===== config.mk =====
export PLATFORM = sky130hd
export DESIGN_NAME = macs_dp
export DESIGN_NICKNAME = d
export VERILOG_FILES = /design/src/sv/macs_pkg.sv /design/src/sv/macs_dp.sv
export SDC_FILE = /design/constraint.sdc
export NUM_CORES = 2
export LEC_CHECK = 0
export BUFFER_PORTS_ARGS = -buffer_cell sky130_fd_sc_hd__buf_4
export CORE_UTILIZATION = 30
export DETAILED_ROUTE_END_ITERATION = 16
export GPL_TIMING_DRIVEN = 1
export SYNTH_ARGS = -nofsm -noshare
export SYNTH_HDL_FRONTEND = slang
export SYNTH_SLANG_ARGS = --single-unit

===== constraint.sdc =====
create_clock -name clk_i -period 10.8 [get_ports clk_i]
set_input_delay 1.62 -clock clk_i [delete_from_list [all_inputs] [get_ports clk_i]]
set_output_delay 1.62 -clock clk_i [all_outputs]
set_load 0.005 [all_outputs]

===== src/sv/macs_pkg.sv =====
// ----------------------------------------------------------------------------
// macs_pkg
// Constants, codes and control types of the moving average crossover block.
// ----------------------------------------------------------------------------
package macs_pkg;

  localparam int HISTORY_DEPTH = 256;
  localparam int PRICE_BITS    = 32;

  localparam int PTR_W  = $clog2(HISTORY_DEPTH);
  localparam int CNT_W  = $clog2(HISTORY_DEPTH + 1);
  localparam int LEN_W  = 8;
  localparam int SUM_W  = PRICE_BITS + LEN_W;
  localparam int PROD_W = SUM_W + LEN_W;
  localparam int AC_W   = ((PTR_W > LEN_W) ? PTR_W : LEN_W) + 2;

  localparam int INT_W     = 8;
  localparam int FRAC_W    = 16;
  localparam int Q_W       = INT_W + FRAC_W;
  localparam int DIV_STEPS = Q_W;

  localparam int IN_PRICE_W = 32;
  localparam int CFG_IDX_W  = 3;
  localparam int CFG_DATA_W = 24;

  localparam logic [Q_W-1:0] Q_MAX = '1;

  localparam logic [1:0] MODE_REGIME = 2'd0;
  localparam logic [1:0] MODE_DROP   = 2'd1;
  localparam logic [1:0] MODE_GAIN   = 2'd2;

  localparam logic [1:0] DIR_FLAT  = 2'd0;
  localparam logic [1:0] DIR_LONG  = 2'd1;
  localparam logic [1:0] DIR_SHORT = 2'd2;

  localparam logic [CFG_IDX_W-1:0] CFG_MODE       = 3'd0;
  localparam logic [CFG_IDX_W-1:0] CFG_FLAGS      = 3'd1;
  localparam logic [CFG_IDX_W-1:0] CFG_SLOW_LEN   = 3'd2;
  localparam logic [CFG_IDX_W-1:0] CFG_FAST_LEN   = 3'd3;
  localparam logic [CFG_IDX_W-1:0] CFG_SSLOW_LEN  = 3'd4;
  localparam logic [CFG_IDX_W-1:0] CFG_SFAST_LEN  = 3'd5;
  localparam logic [CFG_IDX_W-1:0] CFG_THRESHOLD  = 3'd6;
  localparam logic [CFG_IDX_W-1:0] CFG_MAX_POS    = 3'd7;

  typedef struct packed {
    logic             accept;
    logic             scan_rd;
    logic             mul;
    logic             decide;
    logic             div_step;
    logic             load_out;
    logic [LEN_W-1:0] idx;
  } macs_cmd_t;

  typedef struct packed {
    logic [LEN_W-1:0] kmax;
    logic             need_div;
  } macs_sts_t;

endpackage


===== src/sv/macs_dp.sv =====
// ----------------------------------------------------------------------------
// macs_dp
// Datapath: config registers, ring pointers, window sums, cross products,
// crossing and threshold decision, Q8.16 restoring divider, result register.
// ----------------------------------------------------------------------------
module macs_dp import macs_pkg::*; (
  input  logic                    clk_i,
  input  logic                    rst_ni,
  input  macs_cmd_t               cmd_i,
  output macs_sts_t               sts_o,
  input  logic                    cfg_we_i,
  input  logic [CFG_IDX_W-1:0]    cfg_idx_i,
  input  logic [CFG_DATA_W-1:0]   cfg_data_i,
  input  logic [IN_PRICE_W-1:0]   close_price_i,
  input  logic signed [1:0]       position_dir_i,
  output logic                    ram_we_o,
  output logic [PTR_W-1:0]        ram_waddr_o,
  output logic [PRICE_BITS-1:0]   ram_wdata_o,
  output logic [PTR_W-1:0]        ram_raddr_o,
  input  logic [PRICE_BITS-1:0]   ram_rdata_i,
  output logic [1:0]              direction_o,
  output logic [Q_W-1:0]          confidence_o,
  output logic [Q_W-1:0]          target_position_o,
  output logic                    exit_now_o
);

  // config
  logic [1:0]       mode_q, flags_q;
  logic [LEN_W-1:0] len_q [4];
  logic [Q_W-1:0]   thr_q, max_pos_q;

  always_ff @(posedge clk_i or negedge rst_ni) begin
    if (!rst_ni) begin
      mode_q    <= MODE_REGIME;
      flags_q   <= '0;
      len_q[0]  <= LEN_W'(5);
      len_q[1]  <= LEN_W'(20);
      len_q[2]  <= LEN_W'(5);
      len_q[3]  <= LEN_W'(20);
      thr_q     <= Q_W'(3277);
      max_pos_q <= Q_W'(65536);
    end else if (cfg_we_i) begin
      case (cfg_idx_i)
        CFG_MODE:      mode_q    <= cfg_data_i[1:0];
        CFG_FLAGS:     flags_q   <= cfg_data_i[1:0];
        CFG_SLOW_LEN:  len_q[1]  <= cfg_data_i[LEN_W-1:0];
        CFG_FAST_LEN:  len_q[0]  <= cfg_data_i[LEN_W-1:0];
        CFG_SSLOW_LEN: len_q[3]  <= cfg_data_i[LEN_W-1:0];
        CFG_SFAST_LEN: len_q[2]  <= cfg_data_i[LEN_W-1:0];
        CFG_THRESHOLD: thr_q     <= cfg_data_i[Q_W-1:0];
        CFG_MAX_POS:   max_pos_q <= cfg_data_i[Q_W-1:0];
        default: ;
      endcase
    end
  end

  // ring pointers
  logic [PTR_W-1:0] wptr_q;
  logic [CNT_W-1:0] count_q;

  always_ff @(posedge clk_i or negedge rst_ni) begin
    if (!rst_ni) begin
      wptr_q  <= '0;
      count_q <= '0;
    end else if (cmd_i.accept) begin
      wptr_q <= (wptr_q == PTR_W'(HISTORY_DEPTH - 1)) ? '0 : wptr_q + 1'b1;
      if (count_q < CNT_W'(HISTORY_DEPTH)) begin
        count_q <= count_q + 1'b1;
      end
    end
  end

  logic [PRICE_BITS-1:0] price_in;
  assign price_in    = PRICE_BITS'(close_price_i);
  assign ram_we_o    = cmd_i.accept;
  assign ram_waddr_o = wptr_q;
  assign ram_wdata_o = price_in;

  // read address: newest entry minus age
  logic [AC_W-1:0] age_ext, wp_ext, raddr_full;
  always_comb begin
    age_ext = AC_W'(cmd_i.idx) + AC_W'(1);
    wp_ext  = AC_W'(wptr_q);
    if (wp_ext >= age_ext) begin
      raddr_full = wp_ext - age_ext;
    end else begin
      raddr_full = wp_ext + AC_W'(HISTORY_DEPTH) - age_ext;
    end
  end
  assign ram_raddr_o = PTR_W'(raddr_full);

  // scan limit
  logic [LEN_W-1:0] max01, max23, maxlen, kmax_c;
  logic [CNT_W-1:0] cnt_m1;
  logic             need_div_c;
  always_comb begin
    max01  = (len_q[0] > len_q[1]) ? len_q[0] : len_q[1];
    max23  = (len_q[2] > len_q[3]) ? len_q[2] : len_q[3];
    maxlen = (max01 > max23) ? max01 : max23;
    cnt_m1 = count_q - 1'b1;
    kmax_c = (cnt_m1 < CNT_W'(maxlen)) ? LEN_W'(cnt_m1) : maxlen;
  end

  assign sts_o = '{kmax: kmax_c, need_div: need_div_c};

  // item capture and window accumulation
  logic [PRICE_BITS-1:0] price_q, lb_price_q;
  logic signed [1:0]     pd_q;
  logic                  acc_v_q;
  logic [LEN_W-1:0]      age_q;
  logic [SUM_W-1:0]      now_q [4];
  logic [SUM_W-1:0]      prev_q [4];

  always_ff @(posedge clk_i or negedge rst_ni) begin
    if (!rst_ni) begin
      acc_v_q <= 1'b0;
    end else begin
      acc_v_q <= cmd_i.scan_rd;
    end
  end

  always_ff @(posedge clk_i) begin
    if (cmd_i.accept) begin
      price_q <= price_in;
      pd_q    <= position_dir_i;
      for (int j = 0; j < 4; j++) begin
        now_q[j]  <= '0;
        prev_q[j] <= '0;
      end
    end else if (acc_v_q) begin
      for (int j = 0; j < 4; j++) begin
        if (age_q < len_q[j]) begin
          now_q[j] <= now_q[j] + SUM_W'(ram_rdata_i);
        end
        if (age_q != '0 && age_q <= len_q[j]) begin
          prev_q[j] <= prev_q[j] + SUM_W'(ram_rdata_i);
        end
      end
      if (age_q == len_q[1]) begin
        lb_price_q <= ram_rdata_i;
      end
    end
    if (cmd_i.scan_rd) begin
      age_q <= cmd_i.idx;
    end
  end

  // cross products, two multipliers over four steps
  logic [SUM_W-1:0]  mx, my;
  logic [LEN_W-1:0]  mlx, mly;
  logic [PROD_W-1:0] pa_q [4];
  logic [PROD_W-1:0] pb_q [4];

  always_comb begin
    case (cmd_i.idx[1:0])
      2'd0: begin mx = now_q[0];  my = now_q[1];  mly = len_q[1]; mlx = len_q[0]; end
      2'd1: begin mx = prev_q[0]; my = prev_q[1]; mly = len_q[1]; mlx = len_q[0]; end
      2'd2: begin mx = now_q[3];  my = now_q[2];  mly = len_q[2]; mlx = len_q[3]; end
      default: begin mx = prev_q[3]; my = prev_q[2]; mly = len_q[2]; mlx = len_q[3]; end
    endcase
  end

  always_ff @(posedge clk_i) begin
    if (cmd_i.mul) begin
      pa_q[cmd_i.idx[1:0]] <= PROD_W'(mx) * PROD_W'(mly);
      pb_q[cmd_i.idx[1:0]] <= PROD_W'(my) * PROD_W'(mlx);
    end
  end

  // decision
  logic [3:0]        now_ok, prev_ok;
  logic              long_x, short_x, lb_ok;
  logic [1:0]        d_dir;
  logic              d_exit, d_thr, d_div, d_sat;
  logic [PROD_W-1:0] d_num, d_den;

  always_comb begin
    for (int j = 0; j < 4; j++) begin
      now_ok[j]  = (len_q[j] != '0) && (CNT_W'(len_q[j]) <= count_q) && (now_q[j] != '0);
      prev_ok[j] = (len_q[j] != '0) && (CNT_W'(len_q[j]) < count_q) && (prev_q[j] != '0);
    end
    long_x  = (&now_ok[1:0]) && (&prev_ok[1:0]) && !(pa_q[1] > pb_q[1]) && (pa_q[0] > pb_q[0]);
    short_x = flags_q[0] && (&now_ok[3:2]) && (&prev_ok[3:2]) &&
              !(pa_q[3] > pb_q[3]) && (pa_q[2] > pb_q[2]);
    lb_ok   = CNT_W'(len_q[1]) < count_q;
    d_dir   = DIR_FLAT;
    d_exit  = 1'b0;
    d_thr   = 1'b0;
    d_div   = 1'b0;
    d_num   = '0;
    d_den   = '0;
    case (mode_q)
      MODE_REGIME: begin
        if (long_x) begin
          d_dir = DIR_LONG;
          d_div = 1'b1;
          d_num = pa_q[0] - pb_q[0];
          d_den = pb_q[0];
        end else if (short_x) begin
          d_dir = DIR_SHORT;
          d_div = 1'b1;
          d_num = pa_q[2] - pb_q[2];
          d_den = pa_q[2];
        end
        if (flags_q[1]) begin
          if (pd_q == 2'sd1) begin
            d_exit = (&now_ok[1:0]) && (pb_q[0] > pa_q[0]);
          end else if (pd_q[1]) begin
            d_exit = (&now_ok[3:2]) && (pb_q[2] > pa_q[2]);
          end
        end
      end
      MODE_DROP, MODE_GAIN: begin
        if (lb_ok && lb_price_q != '0) begin
          if (mode_q == MODE_DROP && price_q <= lb_price_q) begin
            d_dir = DIR_LONG;
            d_thr = 1'b1;
            d_div = 1'b1;
            d_num = PROD_W'(lb_price_q - price_q);
            d_den = PROD_W'(lb_price_q);
          end else if (mode_q == MODE_GAIN && price_q >= lb_price_q) begin
            d_dir = DIR_LONG;
            d_thr = 1'b1;
            d_div = 1'b1;
            d_num = PROD_W'(price_q - lb_price_q);
            d_den = PROD_W'(lb_price_q);
          end
        end
      end
      default: ;
    endcase
    d_sat      = (PROD_W + INT_W)'(d_num) >= {d_den, INT_W'(0)};
    need_div_c = d_div && !d_sat;
  end

  // restoring divider: floor(num * 2^16 / den), 24 quotient bits
  logic [1:0]        dir_q;
  logic              exit_q, thr_hit_q;
  logic [PROD_W-1:0] den_q, rem_q;
  logic [Q_W-1:0]    xl_q, quo_q;
  logic [PROD_W:0]   trial;
  logic              ge;

  assign trial = {rem_q, xl_q[Q_W-1]};
  assign ge    = trial >= {1'b0, den_q};

  always_ff @(posedge clk_i) begin
    if (cmd_i.decide) begin
      dir_q     <= d_dir;
      exit_q    <= d_exit;
      thr_hit_q <= d_thr;
      den_q     <= d_den;
      rem_q     <= d_num >> INT_W;
      xl_q      <= {d_num[INT_W-1:0], FRAC_W'(0)};
      quo_q     <= (d_div && d_sat) ? Q_MAX : '0;
    end else if (cmd_i.div_step) begin
      rem_q <= ge ? PROD_W'(trial - {1'b0, den_q}) : PROD_W'(trial);
      xl_q  <= {xl_q[Q_W-2:0], 1'b0};
      quo_q <= {quo_q[Q_W-2:0], ge};
    end
  end

  // result register
  logic           below;
  logic [1:0]     out_dir_q;
  logic [Q_W-1:0] out_conf_q, out_tp_q;
  logic           out_exit_q;

  assign below = thr_hit_q && (quo_q < thr_q);

  always_ff @(posedge clk_i) begin
    if (cmd_i.load_out) begin
      out_dir_q  <= below ? DIR_FLAT : dir_q;
      out_conf_q <= below ? '0 : quo_q;
      out_tp_q   <= max_pos_q;
      out_exit_q <= exit_q;
    end
  end

  assign direction_o       = out_dir_q;
  assign confidence_o      = out_conf_q;
  assign target_position_o = out_tp_q;
  assign exit_now_o        = out_exit_q;

endmodule


# [Yosys cells after proc, flatten, opt, wreduce, memory -nomap -nowiden]
# Memory sizes are Yosys's and may differ from the RTL's.
# Index checks and enable logic that the tools add are counted.
[word_totals] ramBits=704 register_bits=359 wordCells=270 mem_count=4 out_inout_bits=109
[mem_list] memory="pa_q" words=4 width=48 read_ports=4 rd_clocked_by_memory_dff=0 write_ports=1 line="macs_dp.sv:151" text="logic [PROD_W-1:0] pa_q [4];"
[mem_list] memory="pb_q" words=4 width=48 read_ports=4 rd_clocked_by_memory_dff=0 write_ports=1 line="macs_dp.sv:152" text="logic [PROD_W-1:0] pb_q [4];"
[mem_list] memory="now_q" words=4 width=40 read_ports=4 rd_clocked_by_memory_dff=0 write_ports=4 line="macs_dp.sv:111" text="logic [SUM_W-1:0] now_q [4];"
[mem_list] memory="prev_q" words=4 width=40 read_ports=4 rd_clocked_by_memory_dff=0 write_ports=4 line="macs_dp.sv:112" text="logic [SUM_W-1:0] prev_q [4];"
[classes] n_mul=2 add_sub_neg=20 bitwise=9 n_eq_ne=14 magnitude_cmp=33 muxes=88 reduce_logical=73
[ops] cell="2-to-1 mux 40 bit" n=10
[ops] cell="2-to-1 mux 48 bit" n=8
[ops] cell="adder 40 x 32 -> 40 bit" n=8
[ops] cell="nonzero test 40 bit" n=8
[ops] cell="greater-than comparator 48 bit" n=6
[ops] cell="case mux 40 bit (3 select lines)" n=2
[ops] cell="case mux 48 bit (2 select lines)" n=2
[ops] cell="subtractor 48 bit" n=3
[ops] cell="2-to-1 mux 24 bit" n=5
[ops] cell="multiplier 40 x 8 -> 48 bit" n=2
[ops] cell="2-to-1 mux 32 bit" n=3
[ops] cell="subtractor 32 x 32 -> 33 bit" n=2
[ops] cell="2-to-1 mux 8 bit" n=8
[ops] cell="greater-or-equal comparator 48 x 56 -> 1 bit" n=1
[ops] cell="greater-or-equal comparator 49 x 48 -> 1 bit" n=1
[ops] cell="2-to-1 mux 1 bit" n=46
[ops] cell="nonzero test 8 bit" n=5
[ops] cell="<= comparator 8 x 9 -> 1 bit" n=4
[ops] cell="less-than comparator 8 x 9 -> 1 bit" n=4
[ops] cell="logical AND 1 bit" n=35
[ops] cell="greater-or-equal comparator 32 bit" n=1
[ops] cell="<= comparator 32 bit" n=1
[ops] cell="<= comparator 8 bit" n=4
[ops] cell="less-than comparator 8 bit" n=4
[ops] cell="other kinds (30)" n=66

# [Logic depth before layout (Yosys ltp)]
[logic_depth] word_depth=15 ltp_mapped=31 ltp_nobuf=28

# [Least setup slack after synthesis]
# Ideal clock, no wire load.
[synth_path] path_type="input to register" start="in cmd_i[0] in the netlist's numbering" end="mem pa_q[0][47] in the netlist's numbering, data pin" path_slack_ps=1799 setup_time_ps=217 required_ps=10583 arrival_time_ps=8784 cell_stages=30 path_cell_list="inv_1 > ha_1 > clkbuf_1 > nor2_1 > clkbuf_1 > buf_1 > nand2_1 > o21ai_1 > clkbuf_1 > nand2_1 > fa_1 > fa_1 > inv_1 > fa_1 > inv_1 > fa_1 > inv_1 > ha_1 > o21a_1 > o31ai_1 > a31o_2 > nor4b_1 > nor4_1 > o21ai_0 > a211oi_1 > nor2_1 > a2111oi_0 > nor3_1 > o2111a_1 > a211oi_1"
[synth_between] elab_chain_len=4
[synth_lines] item="from (decl)" line="macs_dp.sv:9" text="input macs_cmd_t cmd_i,"
[synth_lines] item="equality test 2 x 1 -> 1 bit / zero test 2 bit (equally long branches)" line="macs_dp.sv:155" text="case (cmd_i.idx[1:0])"
[synth_lines] item="OR reduction 2 bit (no line)"
[synth_lines] item="2-to-1 mux 8 bit" line="macs_dp.sv:155"
[synth_lines] item="multiplier 40 x 8 -> 48 bit *" line="macs_dp.sv:165" text="pa_q[cmd_i.idx[1:0]] <= PROD_W'(mx) * PROD_W'(mly);"
[synth_lines] item="to (decl)" line="macs_dp.sv:151"
# Mark *: on every way between the ends. The rest lies on a longest branch, timed or not.

==> run metrics <==
status=finished, final reports clean; first-pass GRT wire length=456,000 um; grt ovf=0; Clk pwr share=17.8%; initial antenna violation count=13; sequential share of power=28.2%; WS Path Type=flop to primary output; worst path required time=9.18 ns; post-synthesis net count=10.96k; clock root buffer=clkbuf_16; main combinational cell family by area after synthesis=adder cells; EDFF count, synth=953; Hold Worst Slack=0.4392 ns; Hold Crit Class=flop to flop; Core Area=0.3038 sq mm; Final ANT Viol Nets=0; TritonCTS clock tree=done; Seq cells post-synth=1,063; slowest stage cell on the critical path=a2111oi_0; crit-path max FO=6; Post-synth top flop=edfxtp_1; fmax=98.46 MHz; Setup-failing EPs final=0; synth unique cells=93; worst ir drop on vdd=0.1627 mV; simple-gate portion of the synthesized area=15.25%; Initial Util=30.23%; final cell count without fillers=13.84k; routed via count=73.39k; Setup Fix Bufs, Post-CTS=0; share of layout cells above drive strength 1=8.499%; number of global-route vias before repair=69.71k; Combinational Power Share=54.0%; Pwr Total=0.02427 W; Post-CTS Hold Fix Bufs=0; FFs w/ async S/R, synth=9.595%; LEAKAGE=43.45 nW; P_int=0.01342 W; Post-Synthesis Cell Area=0.09185 sq mm; clock sink count=1,063; Worst-path clk slew=0.06 ns; number of buffer and inverter stages on the critical path=3; pwr dens=236.6 mW/mm^2; Post-Route WL=310,700 um; total negative slack=0 ns; drc violations=0; Port Buffers=218; Die W=555.3 um; crit path DAT=8.54 ns; period utilisation layout=94.04%; Worst R2R Setup Slack=2.37 ns; compound-cell area share of the yosys netlist=15.34%; Setup Skew=0.08597 ns; Yosys Warn Count=0; mux contribution to synthesized area=3.348%; Via density=5.302; die height=555.3 um; most frequent cells in the layout=edfxtp_1, inv_1, nand2_1; Synth Area in XOR/XNOR=4.501%; Post-Place Worst Slack=0.9693 ns; Clock Latency Late Sink=0.83 ns; DP HPWL=244,700 um; Iter 0 DRT Violations=7,395; Worst setup SP type=flop; Max H-tree Level=3; Worst Tran Pin Value=1.250 ns; slew margin rel.=16.65%; Post-Syn Instances=9,503; Syn-to-layout area delta=11.71%; Routed wire per std cell=22.45 um; most common cell after layout, fill and taps aside=edfxtp_1; Tot GR Track Use=19.58%; unrepaired setup endpoints after global routing=false; Num CTS Buffers=121; Worst path max stage delay=0.78 ns; largest net degree at the start of global routing=72; total of max-cap violations=0; Placed Cells incl. Taps=13.61k; Tmin final=10.16 ns; Slew Viols, Final=0; final worst slack=0.6439 ns; full die area=0.3084 sq mm; Max Buffers Root-to-Sink=3; fin nets=11.11k; Sw Ratio=44.72%; 1st-pass router iterations=13; post-synthesis adder-cell area fraction=22.12%; Mapped Avg Cell Area=9.666 sq um; GPL Wtd Cong=0.9588; I/O pin total=219; Largest delay share family, worst path=simple AND/OR/NAND/NOR gates; Net Switching=0.01086 W; Rows=202; CP cell instances=inv_1 -> ha_1 -> o21a_1 -> o21bai_1 -> nand2b_1 -> a21oi_1 -> a211oi_1 -> a211oi_1 -> o21ai_0 -> nor4bb_1 -> buf_4 -> o31ai_1 -> a2111oi_0 -> mux2i_1 -> or3_1 -> ha_1 -> nand4_1 -> nor2_1 -> nand2_1 -> nor4_1 -> and3_1 -> nand4_2 -> and3_1 -> buf_4; post_cts resized=0; final hold viol count=0; Worst setup EP type=primary output; Seq/Total Area, Yosys=34.13%
worst paths after layout:
path	to	depth (start not counted)	from
setup / recovery	sts_o[0]	24	pb_q[0][11]
hold / removal	target_position_o[7]	0	max_pos_q[7]
setup reg to reg	quo_q[16]	24	pb_q[0][11]
hold reg to reg	target_position_o[7]	0	max_pos_q[7]
max in group asynchronous	ram_waddr_o[2]	2	rst_ni
min in group asynchronous	max_pos_q[13]	1	rst_ni
power by group through the flow:
stage	registers, W	clock network (W)	logic (W)
final	0.00684	0.00433	0.0131
after CTS	0.00681	0.00441	0.0131
after floorplan	0.00656	0	0.00868
after detailed placement	0.00689	0	0.0130
after global placement	0.00688	0	0.0129
after global routing	0.00691	0.00455	0.0145
state kept, by name (all words and copies together) (netlist names), 32 cells and up:
signal,count
price_q,32
lb_price_q,32
rem_q,48
pb_q,192
den_q,48
len_q,32
prev_q,160
pa_q,192
now_q,160
Yosys cell counts, drive strengths merged, types with 26 or more instances:
cell      n  area share, %
and3     85           0.58
a22oi    84           0.69
o21ai   402            2.2
nor2b   117           0.80
o211ai   41           0.34
or2      29           0.20
o21a     88           0.72
a21o    350            2.9
nor4    120           0.82
or3      67           0.46
fa      470             10
ha      872             12
nand4   131           0.90
xor2    177            1.7
o21bai   65           0.53
edfxtp  953             31
dfrtp    86            2.3
clkbuf  227           0.93
nor2    851            3.5
a31oi    71           0.48
mux2    178            2.2
a222oi   52           0.57
nand2b  139           0.95
nor3    147           0.80
buf      77           0.49
a21oi   531            2.9
and4     26           0.25
inv     952            3.9
nand3   174           0.95
a211oi   82           0.68
o31ai    36           0.29
and2     95           0.65
nand2   901            3.7
xnor2   295            2.8
mux2i   107            1.2
layer usage:
metal	GRT usage [%]	vias up	wire length, um
li1	-	34330	-
met1	28.63	35763	143100
met2	29.17	2911	130800
met3	3.478	380	26900
met4	5.705	2	9968
met5	0	-	13
worst register-to-register path, cell delays in order, from the launching register on:
cell	delay (ns)
edfxtp_1	0.42
inv_1	0.07
ha_1	0.37
o21a_1	0.22
o21bai_1	0.26
nand2b_1	0.16
a21oi_1	0.06
a211oi_1	0.63
a211oi_1	0.34
o21ai_0	0.48
nor4bb_1	0.31
buf_4	0.21
o31ai_1	0.14
a2111oi_0	0.78
mux2i_1	0.29
or3_1	0.37
ha_1	0.30
nand4_1	0.17
nor2_1	0.26
nand2_1	0.14
nor4_1	0.74
and3_1	0.28
nand4_2	0.24
a21oi_4	0.82
a21o_1	0.20
cell families (layout without fill, tap and decap cells):
family                   Yosys count  in the layout
adder cells (fa/ha/maj)         1342           1342
buffers and inverters           1258           1509
flip-flops                      1063           1063
AND/OR/NAND/NOR                 2966           2966
XOR/XNOR                         472            472
AO/OA/AOI/OAI                   2117           2117
other                              0              7
multiplexers                     285            285
area by class of cell:
class                   count  area, sq um
clock inverters            83        989.7
well taps                4080         5105
diodes                      7        17.52
fillers                 31077       201200
repair buffers            332         2530
clock buffers             140         3119
flip-flops and latches   1063        31350
multi-input cells        7182        55910
inverters                 954         3586
through the flow:
stage               utilization, %  cell area (sq um)
floorplan                        -              91850
global placement             32.42              98480
detailed placement           32.42              98480
CTS                          33.77             102600
global route                 33.77             102600
finish                       33.78             102600
Power figures use the tool's default switching activity.
