## src/sv/macs_pkg.sv

```systemverilog
// ----------------------------------------------------------------------------
// macs_pkg
// Constants, codes and control types of the moving average crossover block.
// ----------------------------------------------------------------------------
package macs_pkg;

  localparam int HISTORY_DEPTH = 256;
  localparam int PRICE_BITS    = 32;

  localparam int PTR_W  = $clog2(HISTORY_DEPTH);
  localparam int CNT_W  = $clog2(HISTORY_DEPTH + 1);
  localparam int LEN_W  = 8;
  localparam int SUM_W  = PRICE_BITS + LEN_W;
  localparam int PROD_W = SUM_W + LEN_W;
  localparam int AC_W   = ((PTR_W > LEN_W) ? PTR_W : LEN_W) + 2;

  localparam int INT_W     = 8;
  localparam int FRAC_W    = 16;
  localparam int Q_W       = INT_W + FRAC_W;
  localparam int DIV_STEPS = Q_W;

  localparam int IN_PRICE_W = 32;
  localparam int CFG_IDX_W  = 3;
  localparam int CFG_DATA_W = 24;

  localparam logic [Q_W-1:0] Q_MAX = '1;

  localparam logic [1:0] MODE_REGIME = 2'd0;
  localparam logic [1:0] MODE_DROP   = 2'd1;
  localparam logic [1:0] MODE_GAIN   = 2'd2;

  localparam logic [1:0] DIR_FLAT  = 2'd0;
  localparam logic [1:0] DIR_LONG  = 2'd1;
  localparam logic [1:0] DIR_SHORT = 2'd2;

  localparam logic [CFG_IDX_W-1:0] CFG_MODE       = 3'd0;
  localparam logic [CFG_IDX_W-1:0] CFG_FLAGS      = 3'd1;
  localparam logic [CFG_IDX_W-1:0] CFG_SLOW_LEN   = 3'd2;
  localparam logic [CFG_IDX_W-1:0] CFG_FAST_LEN   = 3'd3;
  localparam logic [CFG_IDX_W-1:0] CFG_SSLOW_LEN  = 3'd4;
  localparam logic [CFG_IDX_W-1:0] CFG_SFAST_LEN  = 3'd5;
  localparam logic [CFG_IDX_W-1:0] CFG_THRESHOLD  = 3'd6;
  localparam logic [CFG_IDX_W-1:0] CFG_MAX_POS    = 3'd7;

  typedef struct packed {
    logic             accept;
    logic             scan_rd;
    logic             mul;
    logic             decide;
    logic             div_step;
    logic             load_out;
    logic [LEN_W-1:0] idx;
  } macs_cmd_t;

  typedef struct packed {
    logic [LEN_W-1:0] kmax;
    logic             need_div;
  } macs_sts_t;

endpackage

```

## src/sv/macs_ctrl.sv

```systemverilog
// ----------------------------------------------------------------------------
// macs_ctrl
// Sequencer: ring scan, cross products, decision, division, result handoff.
// ----------------------------------------------------------------------------
module macs_ctrl import macs_pkg::*; (
  input  logic      clk_i,
  input  logic      rst_ni,
  input  logic      in_valid_i,
  output logic      in_ready_o,
  output logic      out_valid_o,
  input  logic      out_ready_i,
  input  macs_sts_t sts_i,
  output macs_cmd_t cmd_o
);

  localparam logic [2:0] S_IDLE   = 3'd0;
  localparam logic [2:0] S_SCAN   = 3'd1;
  localparam logic [2:0] S_FLUSH  = 3'd2;
  localparam logic [2:0] S_MUL    = 3'd3;
  localparam logic [2:0] S_DECIDE = 3'd4;
  localparam logic [2:0] S_DIV    = 3'd5;
  localparam logic [2:0] S_DONE   = 3'd6;

  logic [2:0]       state_q, state_d;
  logic [LEN_W-1:0] cnt_q, cnt_d;
  logic             out_valid_q, out_valid_d;

  always_comb begin
    state_d     = state_q;
    cnt_d       = cnt_q;
    out_valid_d = out_valid_q && !out_ready_i;
    cmd_o       = '0;
    cmd_o.idx   = cnt_q;
    in_ready_o  = 1'b0;
    case (state_q)
      S_IDLE: begin
        in_ready_o = 1'b1;
        if (in_valid_i) begin
          cmd_o.accept = 1'b1;
          cnt_d        = '0;
          state_d      = S_SCAN;
        end
      end
      S_SCAN: begin
        cmd_o.scan_rd = 1'b1;
        if (cnt_q == sts_i.kmax) begin
          state_d = S_FLUSH;
        end else begin
          cnt_d = cnt_q + 1'b1;
        end
      end
      S_FLUSH: begin
        cnt_d   = '0;
        state_d = S_MUL;
      end
      S_MUL: begin
        cmd_o.mul = 1'b1;
        if (cnt_q == LEN_W'(3)) begin
          state_d = S_DECIDE;
        end else begin
          cnt_d = cnt_q + 1'b1;
        end
      end
      S_DECIDE: begin
        cmd_o.decide = 1'b1;
        cnt_d        = '0;
        state_d      = sts_i.need_div ? S_DIV : S_DONE;
      end
      S_DIV: begin
        cmd_o.div_step = 1'b1;
        if (cnt_q == LEN_W'(DIV_STEPS - 1)) begin
          state_d = S_DONE;
        end else begin
          cnt_d = cnt_q + 1'b1;
        end
      end
      S_DONE: begin
        if (!out_valid_q || out_ready_i) begin
          cmd_o.load_out = 1'b1;
          out_valid_d    = 1'b1;
          state_d        = S_IDLE;
        end
      end
      default: begin
        state_d = S_IDLE;
      end
    endcase
  end

  always_ff @(posedge clk_i or negedge rst_ni) begin
    if (!rst_ni) begin
      state_q     <= S_IDLE;
      cnt_q       <= '0;
      out_valid_q <= 1'b0;
    end else begin
      state_q     <= state_d;
      cnt_q       <= cnt_d;
      out_valid_q <= out_valid_d;
    end
  end

  assign out_valid_o = out_valid_q;

endmodule

```

## config.mk

```make
export PLATFORM = sky130hd
export DESIGN_NAME = macs_ctrl
export DESIGN_NICKNAME = d
export VERILOG_FILES = /design/src/sv/macs_pkg.sv /design/src/sv/macs_ctrl.sv
export SDC_FILE = /design/constraint.sdc
export NUM_CORES = 1
export LEC_CHECK = 0
export ABC_AREA = 1
export ABC_CLOCK_PERIOD_IN_PS = 2700
export BUFFER_PORTS_ARGS = -buffer_cell sky130_fd_sc_hd__clkbuf_2
export CELL_PAD_IN_SITES_DETAIL_PLACEMENT = 1
export CELL_PAD_IN_SITES_GLOBAL_PLACEMENT = 1
export CORE_UTILIZATION = 39
export CTS_BUF_LIST = sky130_fd_sc_hd__clkbuf_4
export CTS_CLUSTER_SIZE = 8
export DETAILED_ROUTE_END_ITERATION = 10
export MAX_ROUTING_LAYER = met4
export PLACE_DENSITY = 0.9
export SYNTH_ARGS = -nofsm -noshare
export SYNTH_HDL_FRONTEND = slang
export SYNTH_SLANG_ARGS = --single-unit
```

## constraint.sdc

```tcl
create_clock -name clk_i -period 2.7 [get_ports clk_i]
set_input_delay 0 -clock clk_i [delete_from_list [all_inputs] [get_ports clk_i]]
set_output_delay 0 -clock clk_i [all_outputs]
set_load 0.005 [all_outputs]
```

Word-level counts from Yosys, hierarchy flattened
Cells that the tools add are included.
{"block": "op_classes", "add_sub_neg": 1, "n_eq_ne": 17, "mux": 23, "reduce_logical": 9}
{"op": "$pmux W8 S5", "n": 1}
{"op": "$mux W8", "n": 4}
{"op": "$pmux W3 S7", "n": 1}
{"op": "$ne A2 B2 Y1 const B", "n": 8}
{"op": "$mux W3", "n": 5}
{"op": "$mux W1", "n": 11}
{"op": "$reduce_and A5 Y1", "n": 2}
{"op": "$eq A3 B3 Y1 const B", "n": 3}
{"op": "$add A8 B1 Y8 const B", "n": 1}
{"op": "$eq A8 B2 Y1 const B", "n": 1}
{"op": "$eq A8 B5 Y1 const B", "n": 1}
{"op": "$eq A8 B8 Y1", "n": 1}
{"op": "$eq A3 B2 Y1 const B", "n": 2}
{"op": "$reduce_bool A5 Y1", "n": 1}
{"op": "$eq A3 B1 Y1 const B", "n": 1}
{"op": "$logic_not A3 Y1", "n": 1}
{"op": "$logic_not A1 Y1", "n": 2}
{"op": "$mux W2", "n": 1}
{"op": "$reduce_or A2 Y1", "n": 1}
{"op": "$logic_and A1 B1 Y1", "n": 1}
{"op": "$logic_or A1 B1 Y1", "n": 1}
{"block": "totals", "register_bits": 12, "wordCells": 53}

Depth between registers and ports, before layout
Gate-level depths: netlist of the first run.
{"block": "depth", "depth_word": 4, "depth_mapped": 11}

Least setup slack after synthesis of the first run
OpenSTA, ideal clock, no wires.
{"block": "synth_timing", "path_type": "reg-to-reg", "start": "register cnt_q[0]", "end": "register cnt_q[6]", "t_arrival_ps": 1377, "slack_ps": 1205, "stages_incl_launch_ff": 12, "n_path_buf": 0, "path_cell_list": "dfrtp_1 ha_1 nand2_1 inv_1 nand2_1 nor2_1 nand2_1 nand2_1 nor2_4 nand2_4 nand2_1 nand2_1"}
{"block": "synth_between", "elab_chain_cells": 3, "word_cells_on_any_way": 12, "classes_between": "1 x add/sub; 6 x eq/ne; 4 x mux; 1 x reduce/logical"}
{"element": "from (decl)", "line_no": "macs_ctrl.sv:25", "text": "logic [LEN_W-1:0] cnt_q, cnt_d;"}
{"element": "from (signal assigned)", "line_no": "macs_ctrl.sv:97", "text": "cnt_q <= cnt_d;"}
{"element": "$add A8 B1 Y8, or another cell as far along", "line_no": "macs_ctrl.sv:49, macs_ctrl.sv:61, macs_ctrl.sv:74"}
{"element": "$mux W8, or another cell as far along", "line_no": "macs_ctrl.sv:71", "text": "if (cnt_q == LEN_W'(DIV_STEPS - 1)) begin"}
{"element": "$pmux W8 S5 / $reduce_and A5 Y1 (equally long branches)"}
Parallel ways exist; a longest one is shown, timed or not. The select of a mux whose other input is x is not followed.
A chain may end at the register's enable or synchronous reset.

Worst setup path in the final report of the first run
{"block": "layout_timing", "start": "register cnt_q[0]", "end": "register cnt_q[0]"}
The elaborated chain is that of the path after synthesis.

==> results.sh, run 1 <==
export IMPL_antenna_found_initial=0
export IMPL_ys_seq_elements=12
export IMPL_syn_cell_area_um2=1030
export IMPL_port_buffers=28
export IMPL_final_common_cell="nand2_1"
export IMPL_clock_sinks=12
export IMPL_h_tree_depth=1
export IMPL_fin_crit_sh=0.637
export IMPL_relSlewSlack=0.729
export IMPL_core_um2=2480
export IMPL_reg2reg_slack_ns=0.98
export IMPL_min_delay_path_class="input port to asynchronous set/reset pin"
export IMPL_combinationalPowerShare=0.545
export IMPL_antennaDiodeCount=0
export IMPL_place_congestion=0.884
export IMPL_synth_async_reset_ratio=1.00
export IMPL_die_w_um=53.3
export IMPL_nNetsFinal=215
export IMPL_start_util=0.415
export IMPL_setup_tns_ns=0
export IMPL_via_count=1137
export IMPL_fin_util=0.496
export IMPL_grt_setup_unrepaired="no"
export IMPL_power_switching_w=0.000451
export IMPL_worst_r2r_startpoint="cnt_q[0]$_DFFE_PN0P_"
export IMPL_seqPwrFrac=0.324
export IMPL_swShare=0.493
export IMPL_worstSetupEndpointType="flop"
export IMPL_area_delta_synth_final_pct=19.6
export IMPL_cts_made_buffers=3
export IMPL_cts_buffer_depth=2
export IMPL_finalWirelength_um=3010
export IMPL_regToRegEndpoint="cnt_q[0]$_DFFE_PN0P_"
export IMPL_dpl_hpwl_um=2420
export IMPL_ys_warnings_count=0
export IMPL_grt_pass1_wl_um=5220
export IMPL_fmax_ghz=0.581
export IMPL_placed_area_um2=1180
export IMPL_final_area_um2=1230
export IMPL_ff2ff_path_depth=11
export IMPL_p_per_area_nw_per_um2=744
export IMPL_die_h_um=53.3
export IMPL_track_usage=0.260
export IMPL_gr_total_overflow=0
export IMPL_path_common_cell="nand2_1"
export IMPL_path_clk_slew_ns=0.09
export IMPL_total_power_w=0.000915
export IMPL_critical_path_class="flop to flop"
export IMPL_rows=18
export IMPL_finClkSkew_ns=0.0115
export IMPL_syn_area_per_cell_um2=6.11
export IMPL_cts_tree="yes"
export IMPL_status="finished, final reports clean"
export IMPL_drc=0
export IMPL_grt_max_degree=13
export IMPL_cts_setup_buffers=0
export IMPL_setup_violations=0
export IMPL_cpPeakStageDelay_ns=0.45
export IMPL_hold_viol_final=0
export IMPL_period_minus_slack_ns=1.72
export IMPL_ir_drop_uv=464
export IMPL_synth_edf_count=0
export IMPL_drive_gt1_frac=0.205
export IMPL_wl_per_cell_um=13.1
export IMPL_maxCapViolCount=0
export IMPL_ys_seq_area_frac=0.292
export IMPL_cts_root_buf="clkbuf_4"
export IMPL_final_max_slew_violation_count=0
export IMPL_drtIter0Drc=7
export IMPL_ant_nets=0
export IMPL_syn_nets=182
export IMPL_arrival_ns=1.90
export IMPL_pin_count=29
export IMPL_yosysTopAreaCell="dfrtp_1"
export IMPL_synthTopCellsByArea="dfrtp_1 (29%), nand2_1 (23%), nor2_1 (8.0%)"
export IMPL_intPower_w=0.000463
export IMPL_synth_flop_cell="dfrtp_1"
export IMPL_grt_pass1_vias=1174
export IMPL_cp_required_ns=2.88
export IMPL_synthDominantCellAreaShare=0.292
export IMPL_yosys_cell_types_count=22
export IMPL_avgViaCountPerCell=4.94
export IMPL_final_cell_mix="nand2_1 (64), clkbuf_2 (28), nor2_1 (22), inv_1 (21), nand3_1 (16)"
export IMPL_die_area_um2=2840
export IMPL_worst_pin_slew_ns=0.405
export IMPL_clock_latency_ns=0.28
export IMPL_p_leak_nw=0.698
export IMPL_syn_inst=168
export IMPL_critPathLaunchType="flop"
export IMPL_first_pass_iters=4
export IMPL_clockPowerShare=0.131
export IMPL_path_cells="ha_1, nand2_1, inv_1, nand2_1, nor2_1, nand2_1, nand2_1, nor2_4, nand2_4, nand2_1, nand2_1"
export IMPL_cp_max_fo=10
export IMPL_cp_slowest_cell="dfrtp_1"
==> critical path: cells and delay by family, from the launching register on <==
kind                       cells  cell delay [ns]
adders and majority gates      1             0.26
DFF                            1             0.45
and+or+nand+nor                9             0.84
buffers and inverters          1             0.06
==> area by class of cell <==
class | instances | area, um^2
clock buffer | 3 | 22.5
timing repair buffer | 30 | 160
tap | 30 | 37.5
sequential | 12 | 300
fill | 360 | 1250
inverter | 24 | 90.1
clock inverter | 1 | 3.75
multi-input combinational | 130 | 614
==> logic make-up (layout without fill, tap and decap cells) <==
logic type,count (synthesis),in the layout,share of synthesized area
adders and majority gates,1,1,0.0122
buffers and inverters,26,58,0.110
xor gates and xnor gates,5,5,0.0426
AOI/OAI and AO/OA,7,7,0.0390
DFF,12,12,0.292
and+or+nand+nor,117,117,0.504
==> synthesized netlist by cell type (2+ instances only) <==
cell,instances
a21oi_1,4
buf_6,2
dfrtp_1,12
inv_1,21
inv_2,3
nand2_1,64
nand3_1,16
nand3_2,2
nand4_1,3
nor2_1,22
nor3_1,4
nor3_2,2
xnor2_1,3
xor2_1,2
==> registers in the layout (all words and copies together), names as in the netlist <==
signal / cells
state_q: 3
out_valid_o: 1
cnt_q: 8
==> layer usage <==
layer,part of all wire,global-route usage,vias to the layer above,wire (um)
met1,0.45,0.305,523,1360
met5,0,-,-,0
met3,0.029,0.0374,4,86
met2,0.51,0.442,22,1530
li1,-,-,588,-
met4,0.0083,0.105,0,25
==> worst max path at each step <==
| stage | from | end | slack (ns) | cells past startpoint |
|---|---|---|---|---|
| after floorplan | cnt_q[0]$_DFFE_PN0P_ | cnt_q[6]$_DFFE_PN0P_ | 1.21 | 11 |
| after global placement | cnt_q[0]$_DFFE_PN0P_ | cnt_q[0]$_DFFE_PN0P_ | 1.09 | 11 |
| after detailed placement | cnt_q[0]$_DFFE_PN0P_ | cnt_q[0]$_DFFE_PN0P_ | 0.99 | 11 |
| after CTS | cnt_q[0]$_DFFE_PN0P_ | cnt_q[0]$_DFFE_PN0P_ | 0.96 | 11 |
| after global routing | cnt_q[0]$_DFFE_PN0P_ | cnt_q[0]$_DFFE_PN0P_ | 0.82 | 11 |
| final | cnt_q[0]$_DFFE_PN0P_ | cnt_q[0]$_DFFE_PN0P_ | 0.98 | 11 |
==> power by group through the flow <==
stage / combinational [W] / clock, W / sequential [W]
after floorplan: 0.000343 / 0 / 0.000285
after global placement: 0.000475 / 0 / 0.000295
after detailed placement: 0.000501 / 0 / 0.000300
after CTS: 0.000506 / 0.000122 / 0.000297
after global routing: 0.000571 / 0.000130 / 0.000306
final: 0.000498 / 0.000120 / 0.000296
==> metrics by stage <==
step           hold WS [ns]  std cells  worst slack (ns)
2_1_floorplan        -0.296        168              1.21
3_3_place_gp        -0.0909        224              1.09
3_5_place_dp        -0.0838        224             0.987
4_1_cts               0.150        230             0.963
5_1_grt               0.177        230             0.823
6_report              0.138        230             0.979
==> timing repair <==
action | in CTS | in global routing
resized for setup | 0 | 0
hold endpoints to repair | 13 | 0
hold buffers | 2 | 0
Note: power is estimated with default switching activity, not from simulation.
==> run 2: changes to the inputs <==
Settings changed: ABC_AREA 1 to 0, ABC_CLOCK_PERIOD_IN_PS 2700 to 1600, PLACE_DENSITY 0.9 to 0.84.
Clock period 2.7 ns to 1.6 ns, I/O delays scaled along.
==> run 2 against run 1 <==
Effect of this change:
- power increased by 150%
- sequential cell count unchanged
- the flow now finishes with violations (negative setup slack)
- worst setup slack got worse by 1.2 ns
- combinational power increased to 3.0 times the previous value
- synthesized area decreased by 8.9%
- sequential share of layout area is 3.0 points lower
- final area up 18%
==> results.sh, run 2 <==
export IMPL_status="complete, but fails checks"
export IMPL_violations="negative setup slack"
export IMPL_syn_area_per_cell_um2=9.65
export IMPL_clock_sinks=12
export IMPL_nNetsFinal=169
export IMPL_cts_tree="yes"
export IMPL_dp_slack_ns=-0.254
export IMPL_min_delay_path_class="input port to flop"
export IMPL_synthTopCellsByArea="dfrtp_1 (32%), xor2_1 (7.5%), nor4_4 (6.8%)"
export IMPL_wl_per_cell_um=20.1
export IMPL_path_clk_slew_ns=0.10
export IMPL_worst_pin_slew_ns=0.353
export IMPL_setup_violations=12
export IMPL_final_area_um2=1450
export IMPL_ys_seq_area_frac=0.321
export IMPL_drc=0
export IMPL_arrival_ns=1.95
export IMPL_ys_seq_elements=12
export IMPL_ys_warnings_count=0
export IMPL_p_per_area_nw_per_um2=1550
export IMPL_critPathLaunchType="flop"
export IMPL_grt_pass1_wl_um=5380
export IMPL_h_tree_depth=1
export IMPL_cp_required_ns=1.76
export IMPL_placed_area_um2=1320
export IMPL_cpPeakStageDelay_ns=0.43
export IMPL_die_area_um2=2600
export IMPL_syn_inst=97
export IMPL_worstSetupEndpointType="flop"
export IMPL_yosys_top_cells_count="dfrtp_1 (12), xor2_1 (8), a21oi_1 (7)"
export IMPL_syn_nets=111
export IMPL_antennaDiodeCount=0
export IMPL_fin_ws_ns=-0.192
export IMPL_maxCapViolCount=0
export IMPL_die_h_um=51.0
export IMPL_core_um2=2230
export IMPL_gr_total_overflow=0
export IMPL_cp_max_fo=3
export IMPL_synth_flop_cell="dfrtp_1"
export IMPL_n_fill_cell=270
export IMPL_port_buffers=28
export IMPL_cts_made_buffers=3
export IMPL_cts_root_buf="clkbuf_4"
export IMPL_grt_setup_unrepaired="yes"
export IMPL_finalWirelength_um=3650
export IMPL_final_max_slew_violation_count=0
export IMPL_hold_ws_ns=0.00260
export IMPL_synth_async_reset_ratio=1.00
export IMPL_clock_latency_ns=0.30
export IMPL_ir_drop_uv=1050
export IMPL_start_util=0.419
export IMPL_top_register="cnt_q"
export IMPL_drive_gt1_frac=0.604
export IMPL_first_pass_iters=4
export IMPL_synth_edf_count=0
export IMPL_via_count=1049
export IMPL_cp_slowest_cell="dfrtp_2"
export IMPL_antenna_found_initial=0
export IMPL_dpl_hpwl_um=2320
export IMPL_yosysTopAreaCell="dfrtp_1"
export IMPL_area_delta_synth_final_pct=55.3
export IMPL_die_w_um=51.0
export IMPL_setup_tns_ns=-1.50
export IMPL_synthDominantCellAreaShare=0.321
export IMPL_avgViaCountPerCell=5.76
export IMPL_track_usage=0.291
export IMPL_fmax_ghz=0.558
export IMPL_syn_cell_area_um2=936
export IMPL_ant_nets=0
export IMPL_cts_buffer_depth=2
export IMPL_crit_buf_inv=0
export IMPL_p_leak_nw=0.695
export IMPL_period_minus_slack_ns=1.79
export IMPL_hold_viol_final=0
export IMPL_yosys_cell_types_count=39
export IMPL_rows=17
export IMPL_path_common_cell="nand2_1"
export IMPL_path_cells="nor4_4, nand2_1, a211oi_2, nand2_1, mux2_4"
export IMPL_critical_path_class="flop to flop"
export IMPL_place_congestion=0.844
export IMPL_synth_most_common_cell="dfrtp_1"
export IMPL_grt_pass1_vias=1133
export IMPL_largest_register_ffs=8
export IMPL_relSlewSlack=0.765
export IMPL_fin_crit_sh=1.12
export IMPL_grt_max_degree=13
export IMPL_pin_count=29
export IMPL_final_cell_mix="clkbuf_2 (28), buf_4 (28), dfrtp_2 (9), a21oi_1 (6), nand2_1 (5)"
export IMPL_cp_top_family="simple AND/OR/NAND/NOR gates"
export IMPL_finClkSkew_ns=0.0268
export IMPL_drtIter0Drc=29
-- run 2: cells by family (layout without fill, tap and decap cells) --
group	after synthesis	after routing	synth area share
adder cells (fa/ha/maj)	1	1	0.0134
AO/OA/AOI/OAI	29	29	0.231
AND/OR/NAND/NOR	39	39	0.303
flip-flops	12	12	0.321
buffers and inverters	5	62	0.0227
XOR/XNOR	8	8	0.0749
multiplexers	3	3	0.0334
-- run 2: power by group --
part | internal, W | switching [W]
combinational | 0.000729 | 0.000740
clock | 0.000114 | 0.000122
sequential | 0.000398 | 0.000153
total | 0.00124 | 0.00101
-- run 2: final cells by class --
| cell class | count | area (um^2) | area share |
|---|---|---|---|
| multi-input combinational | 80 | 713 | 0.491 |
| timing repair buffer | 57 | 360 | 0.248 |
| sequential | 12 | 312 | 0.214 |
| tap | 28 | 35.0 | 0.0241 |
| clock buffer | 4 | 30.0 | 0.0207 |
| inverter | 1 | 3.75 | 0.00258 |
-- run 2: per-stage QoR --
| step | total power [W] | util | instances |
|---|---|---|---|
| final | 0.00226 | 0.651 | 182 |
| after global routing | 0.00241 | 0.651 | 182 |
| after CTS | 0.00213 | 0.632 | 180 |
| after detailed placement | 0.00181 | 0.589 | 172 |
| after global placement | 0.00173 | 0.589 | 172 |
| after floorplan | 0.00124 | - | 97 |
-- run 2: path summary, 6_finish.rpt --
| path | start | end | slack (ns) | cells after the start |
|---|---|---|---|---|
| max reg2reg | cnt_q[7]$_DFFE_PN0P_ | state_q[2]$_DFFE_PN0P_ | -0.19 | 5 |
| min reg2reg | cnt_q[5]$_DFFE_PN0P_ | cnt_q[5]$_DFFE_PN0P_ | 0.61 | 1 |
| min | out_ready_i | out_valid_o$_DFF_PN0_ | 0.003 | 3 |
| min in group asynchronous | rst_ni | cnt_q[2]$_DFFE_PN0P_ | 0.13 | 2 |
| max | cnt_q[7]$_DFFE_PN0P_ | state_q[2]$_DFFE_PN0P_ | -0.19 | 5 |
| max in group asynchronous | rst_ni | state_q[1]$_DFFE_PN0P_ | 1.16 | 2 |
-- run 2: repair_timing --
| item | CTS | global route |
|---|---|---|
| endpoints found under the hold margin | 12 | 0 |
| hold buffers | 1 | 0 |
| gates resized for setup | 7 | 8 |
| setup endpoints to repair | 11 | 12 |
| setup buffers | 3 | 2 |
| cloned | 0 | 0 |
| pin swaps | 4 | 10 |
-- run 2: worst reg2reg max path: cells and delay by family (launching register included) --
family	cells	cell delay (ns)
AOI/OAI and AO/OA	1	0.24
and+or+nand+nor	3	0.68
muxes	1	0.33
DFF	1	0.43
-- run 2: layer usage --
| layer | wire (um) | share of wire | global-route usage | up-vias |
|---|---|---|---|---|
| li1 | - | - | - | 474 |
| met1 | 1410 | 0.39 | 0.331 | 514 |
| met2 | 1940 | 0.53 | 0.520 | 49 |
| met3 | 183 | 0.050 | 0.0327 | 12 |
| met4 | 119 | 0.033 | 0.106 | 0 |
| met5 | 0 | 0 | - | - |
==> run 3: changes to the inputs <==
--- a/config.mk
+++ b/config.mk
@@ -16,2 +16,3 @@
 export DETAILED_ROUTE_END_ITERATION = 10
+export GPL_TIMING_DRIVEN = 0
 export MAX_ROUTING_LAYER = met4
==> constraint.sdc (replaced) <==
create_clock -name clk_i -period 1.6 [get_ports clk_i]
set_input_delay 0.32 -clock clk_i [delete_from_list [all_inputs] [get_ports clk_i]]
set_output_delay 0.32 -clock clk_i [all_outputs]
set_load 0.005 [all_outputs]
==> run 3 against run 2 <==
Effect of this change:
- the flow still finishes with violations (negative setup slack)
- final cell count shrank 2.2%
- power grew 14%
- critical path type unchanged
- critical path depth grew 1
- global-route usage grew 1.8 points
- highest routed layer unchanged
- die area is the same
- clock skew shrank 0.021 ns
- utilization grew 3.4 points
- combinational power grew 20%
- largest cell class unchanged
- sequential power grew 3%
==> results.sh, run 3 (synthesis results as in run 2) <==
export IMPL_status="complete, but fails checks"
export IMPL_violations="negative setup slack"
export IMPL_cts_made_buffers=3
export IMPL_dpl_hpwl_um=1990
export IMPL_area_delta_synth_final_pct=63.5
export IMPL_critPathLaunchType="flop"
export IMPL_grt_max_degree=13
export IMPL_h_tree_depth=1
export IMPL_critical_path_class="flop to flop"
export IMPL_fin_util=0.685
export IMPL_drive_gt1_frac=0.647
export IMPL_first_pass_iters=4
export IMPL_placed_area_um2=1160
export IMPL_antennaDiodeCount=0
export IMPL_fmax_ghz=0.548
export IMPL_final_cell_mix="clkbuf_2 (27), buf_4 (18), dfrtp_2 (9), a21oi_1 (6)"
export IMPL_relSlewSlack=0.717
export IMPL_path_clk_slew_ns=0.10
export IMPL_cp_max_fo=4
export IMPL_finClkSkew_ns=0.00541
export IMPL_min_delay_path_class="input port to flop"
export IMPL_fin_ws_ns=-0.225
export IMPL_n_fill_cell=252
export IMPL_fin_crit_sh=1.14
export IMPL_cts_tree="yes"
export IMPL_grt_pass1_wl_um=5620
export IMPL_grt_pass1_vias=1104
export IMPL_avgViaCountPerCell=5.99
export IMPL_cts_buffer_depth=2
export IMPL_drc=0
export IMPL_pin_count=29
export IMPL_start_util=0.419
export IMPL_cts_root_buf="clkbuf_4"
export IMPL_die_w_um=51.0
export IMPL_ant_nets=0
export IMPL_via_count=1067
export IMPL_final_max_slew_violation_count=0
export IMPL_hold_viol_final=0
export IMPL_die_area_um2=2600
export IMPL_clock_latency_ns=0.29
export IMPL_track_usage=0.309
export IMPL_gr_total_overflow=0
export IMPL_ir_drop_uv=1280
export IMPL_setup_violations=13
export IMPL_die_h_um=51.0
export IMPL_port_buffers=28
export IMPL_largest_register_ffs=8
export IMPL_nNetsFinal=165
export IMPL_period_minus_slack_ns=1.83
export IMPL_grt_setup_unrepaired="yes"
export IMPL_worst_pin_slew_ns=0.421
export IMPL_finalWirelength_um=4140
export IMPL_wl_per_cell_um=23.3
export IMPL_antenna_found_initial=0
export IMPL_p_leak_nw=0.703
export IMPL_place_congestion=0.813
export IMPL_core_um2=2230
export IMPL_worstSetupEndpointType="flop"
export IMPL_arrival_ns=1.99
export IMPL_cp_required_ns=1.76
export IMPL_drtIter0Drc=20
export IMPL_clock_sinks=12
export IMPL_final_area_um2=1530
export IMPL_p_per_area_nw_per_um2=1680
export IMPL_top_register="cnt_q"
export IMPL_rows=17
export IMPL_final_common_cell="clkbuf_2"
export IMPL_maxCapViolCount=0
-- run 3: cell count changes in the layout (fill, tap and decap cells not counted), moves of 2 or more --
cell,before,now
buf_4,28,18
nor3_4,0,2
nor3_1,2,0
buf_6,0,3
-- run 3: routing by layer --
layer / vias up / track usage / share of wire
met5: - / - / 0
li1: 469 / - / -
met2: 40 / 0.594 / 0.53
met4: 0 / 0.0741 / 0.036
met1: 541 / 0.335 / 0.39
met3: 17 / 0.0327 / 0.040
-- run 3: area by class of cell --
| class | instances | area, um^2 | share of cell area |
|---|---|---|---|
| Multi-Input combinational cell | 81 | 802 | 0.524 |
| Tap cell | 28 | 35.0 | 0.0229 |
| Timing Repair Buffer | 48 | 297 | 0.194 |
| Clock buffer | 4 | 30.0 | 0.0196 |
| Sequential cell | 12 | 312 | 0.204 |
| Buffer | 4 | 51.3 | 0.0335 |
| Inverter | 1 | 3.75 | 0.00245 |
-- run 3: repair_timing --
action / CTS / global route
hold endpoints to repair: 12 / 0
cloned: 0 / 1
hold buffers: 1 / 0
buffers inserted: 13 / 6
pin swaps: 12 / 9
gates resized for setup: 25 / 18
setup endpoints to repair: 15 / 15
-- run 3: path summary, 6_finish.rpt --
path / startpoint / to / slack, ns / cells past startpoint
min in group asynchronous: rst_ni / cnt_q[5]$_DFFE_PN0P_ / 0.46 / 2
min reg2reg: cnt_q[5]$_DFFE_PN0P_ / cnt_q[5]$_DFFE_PN0P_ / 0.60 / 1
min: sts_i[0] / state_q[1]$_DFFE_PN0P_ / 0.37 / 4
max in group asynchronous: rst_ni / state_q[1]$_DFFE_PN0P_ / 0.87 / 2
max reg2reg: cnt_q[1]$_DFFE_PN0P_ / state_q[0]$_DFFE_PN0P_ / -0.23 / 6
max: cnt_q[1]$_DFFE_PN0P_ / state_q[0]$_DFFE_PN0P_ / -0.23 / 6
-- run 3: power breakdown --
part | leakage [nW] | switching (W) | total [W] | internal [W]
clock | 0.0184 | 0.000131 | 0.000245 | 0.000114
combinational | 0.539 | 0.000913 | 0.00176 | 0.000847
sequential | 0.146 | 0.000163 | 0.000566 | 0.000403
total | 0.703 | 0.00121 | 0.00257 | 0.00136
-- run 3: through the flow --
step / hold WS [ns] / cells / setup WS [ns] / TNS [ns] / total power, W
after detailed placement: 0.233 / 153 / -0.257 / -1.80 / 0.00156
after global placement: 0.225 / 153 / -0.215 / -1.53 / 0.00150
final: 0.374 / 178 / -0.225 / -2.02 / 0.00257
after floorplan: 0.0244 / 97 / -0.0608 / -0.150 / 0.00124
after CTS: 0.355 / 171 / -0.156 / -1.28 / 0.00219
after global routing: 0.385 / 178 / -0.314 / -2.79 / 0.00268
-- run 3: worst max-delay path, stage by stage (launching register included) --
cell	delay [ns]
dfrtp_2	0.47
xor2_1	0.22
nor4_4	0.45
buf_4	0.20
nand2_1	0.09
a21oi_1	0.16
a21oi_1	0.11
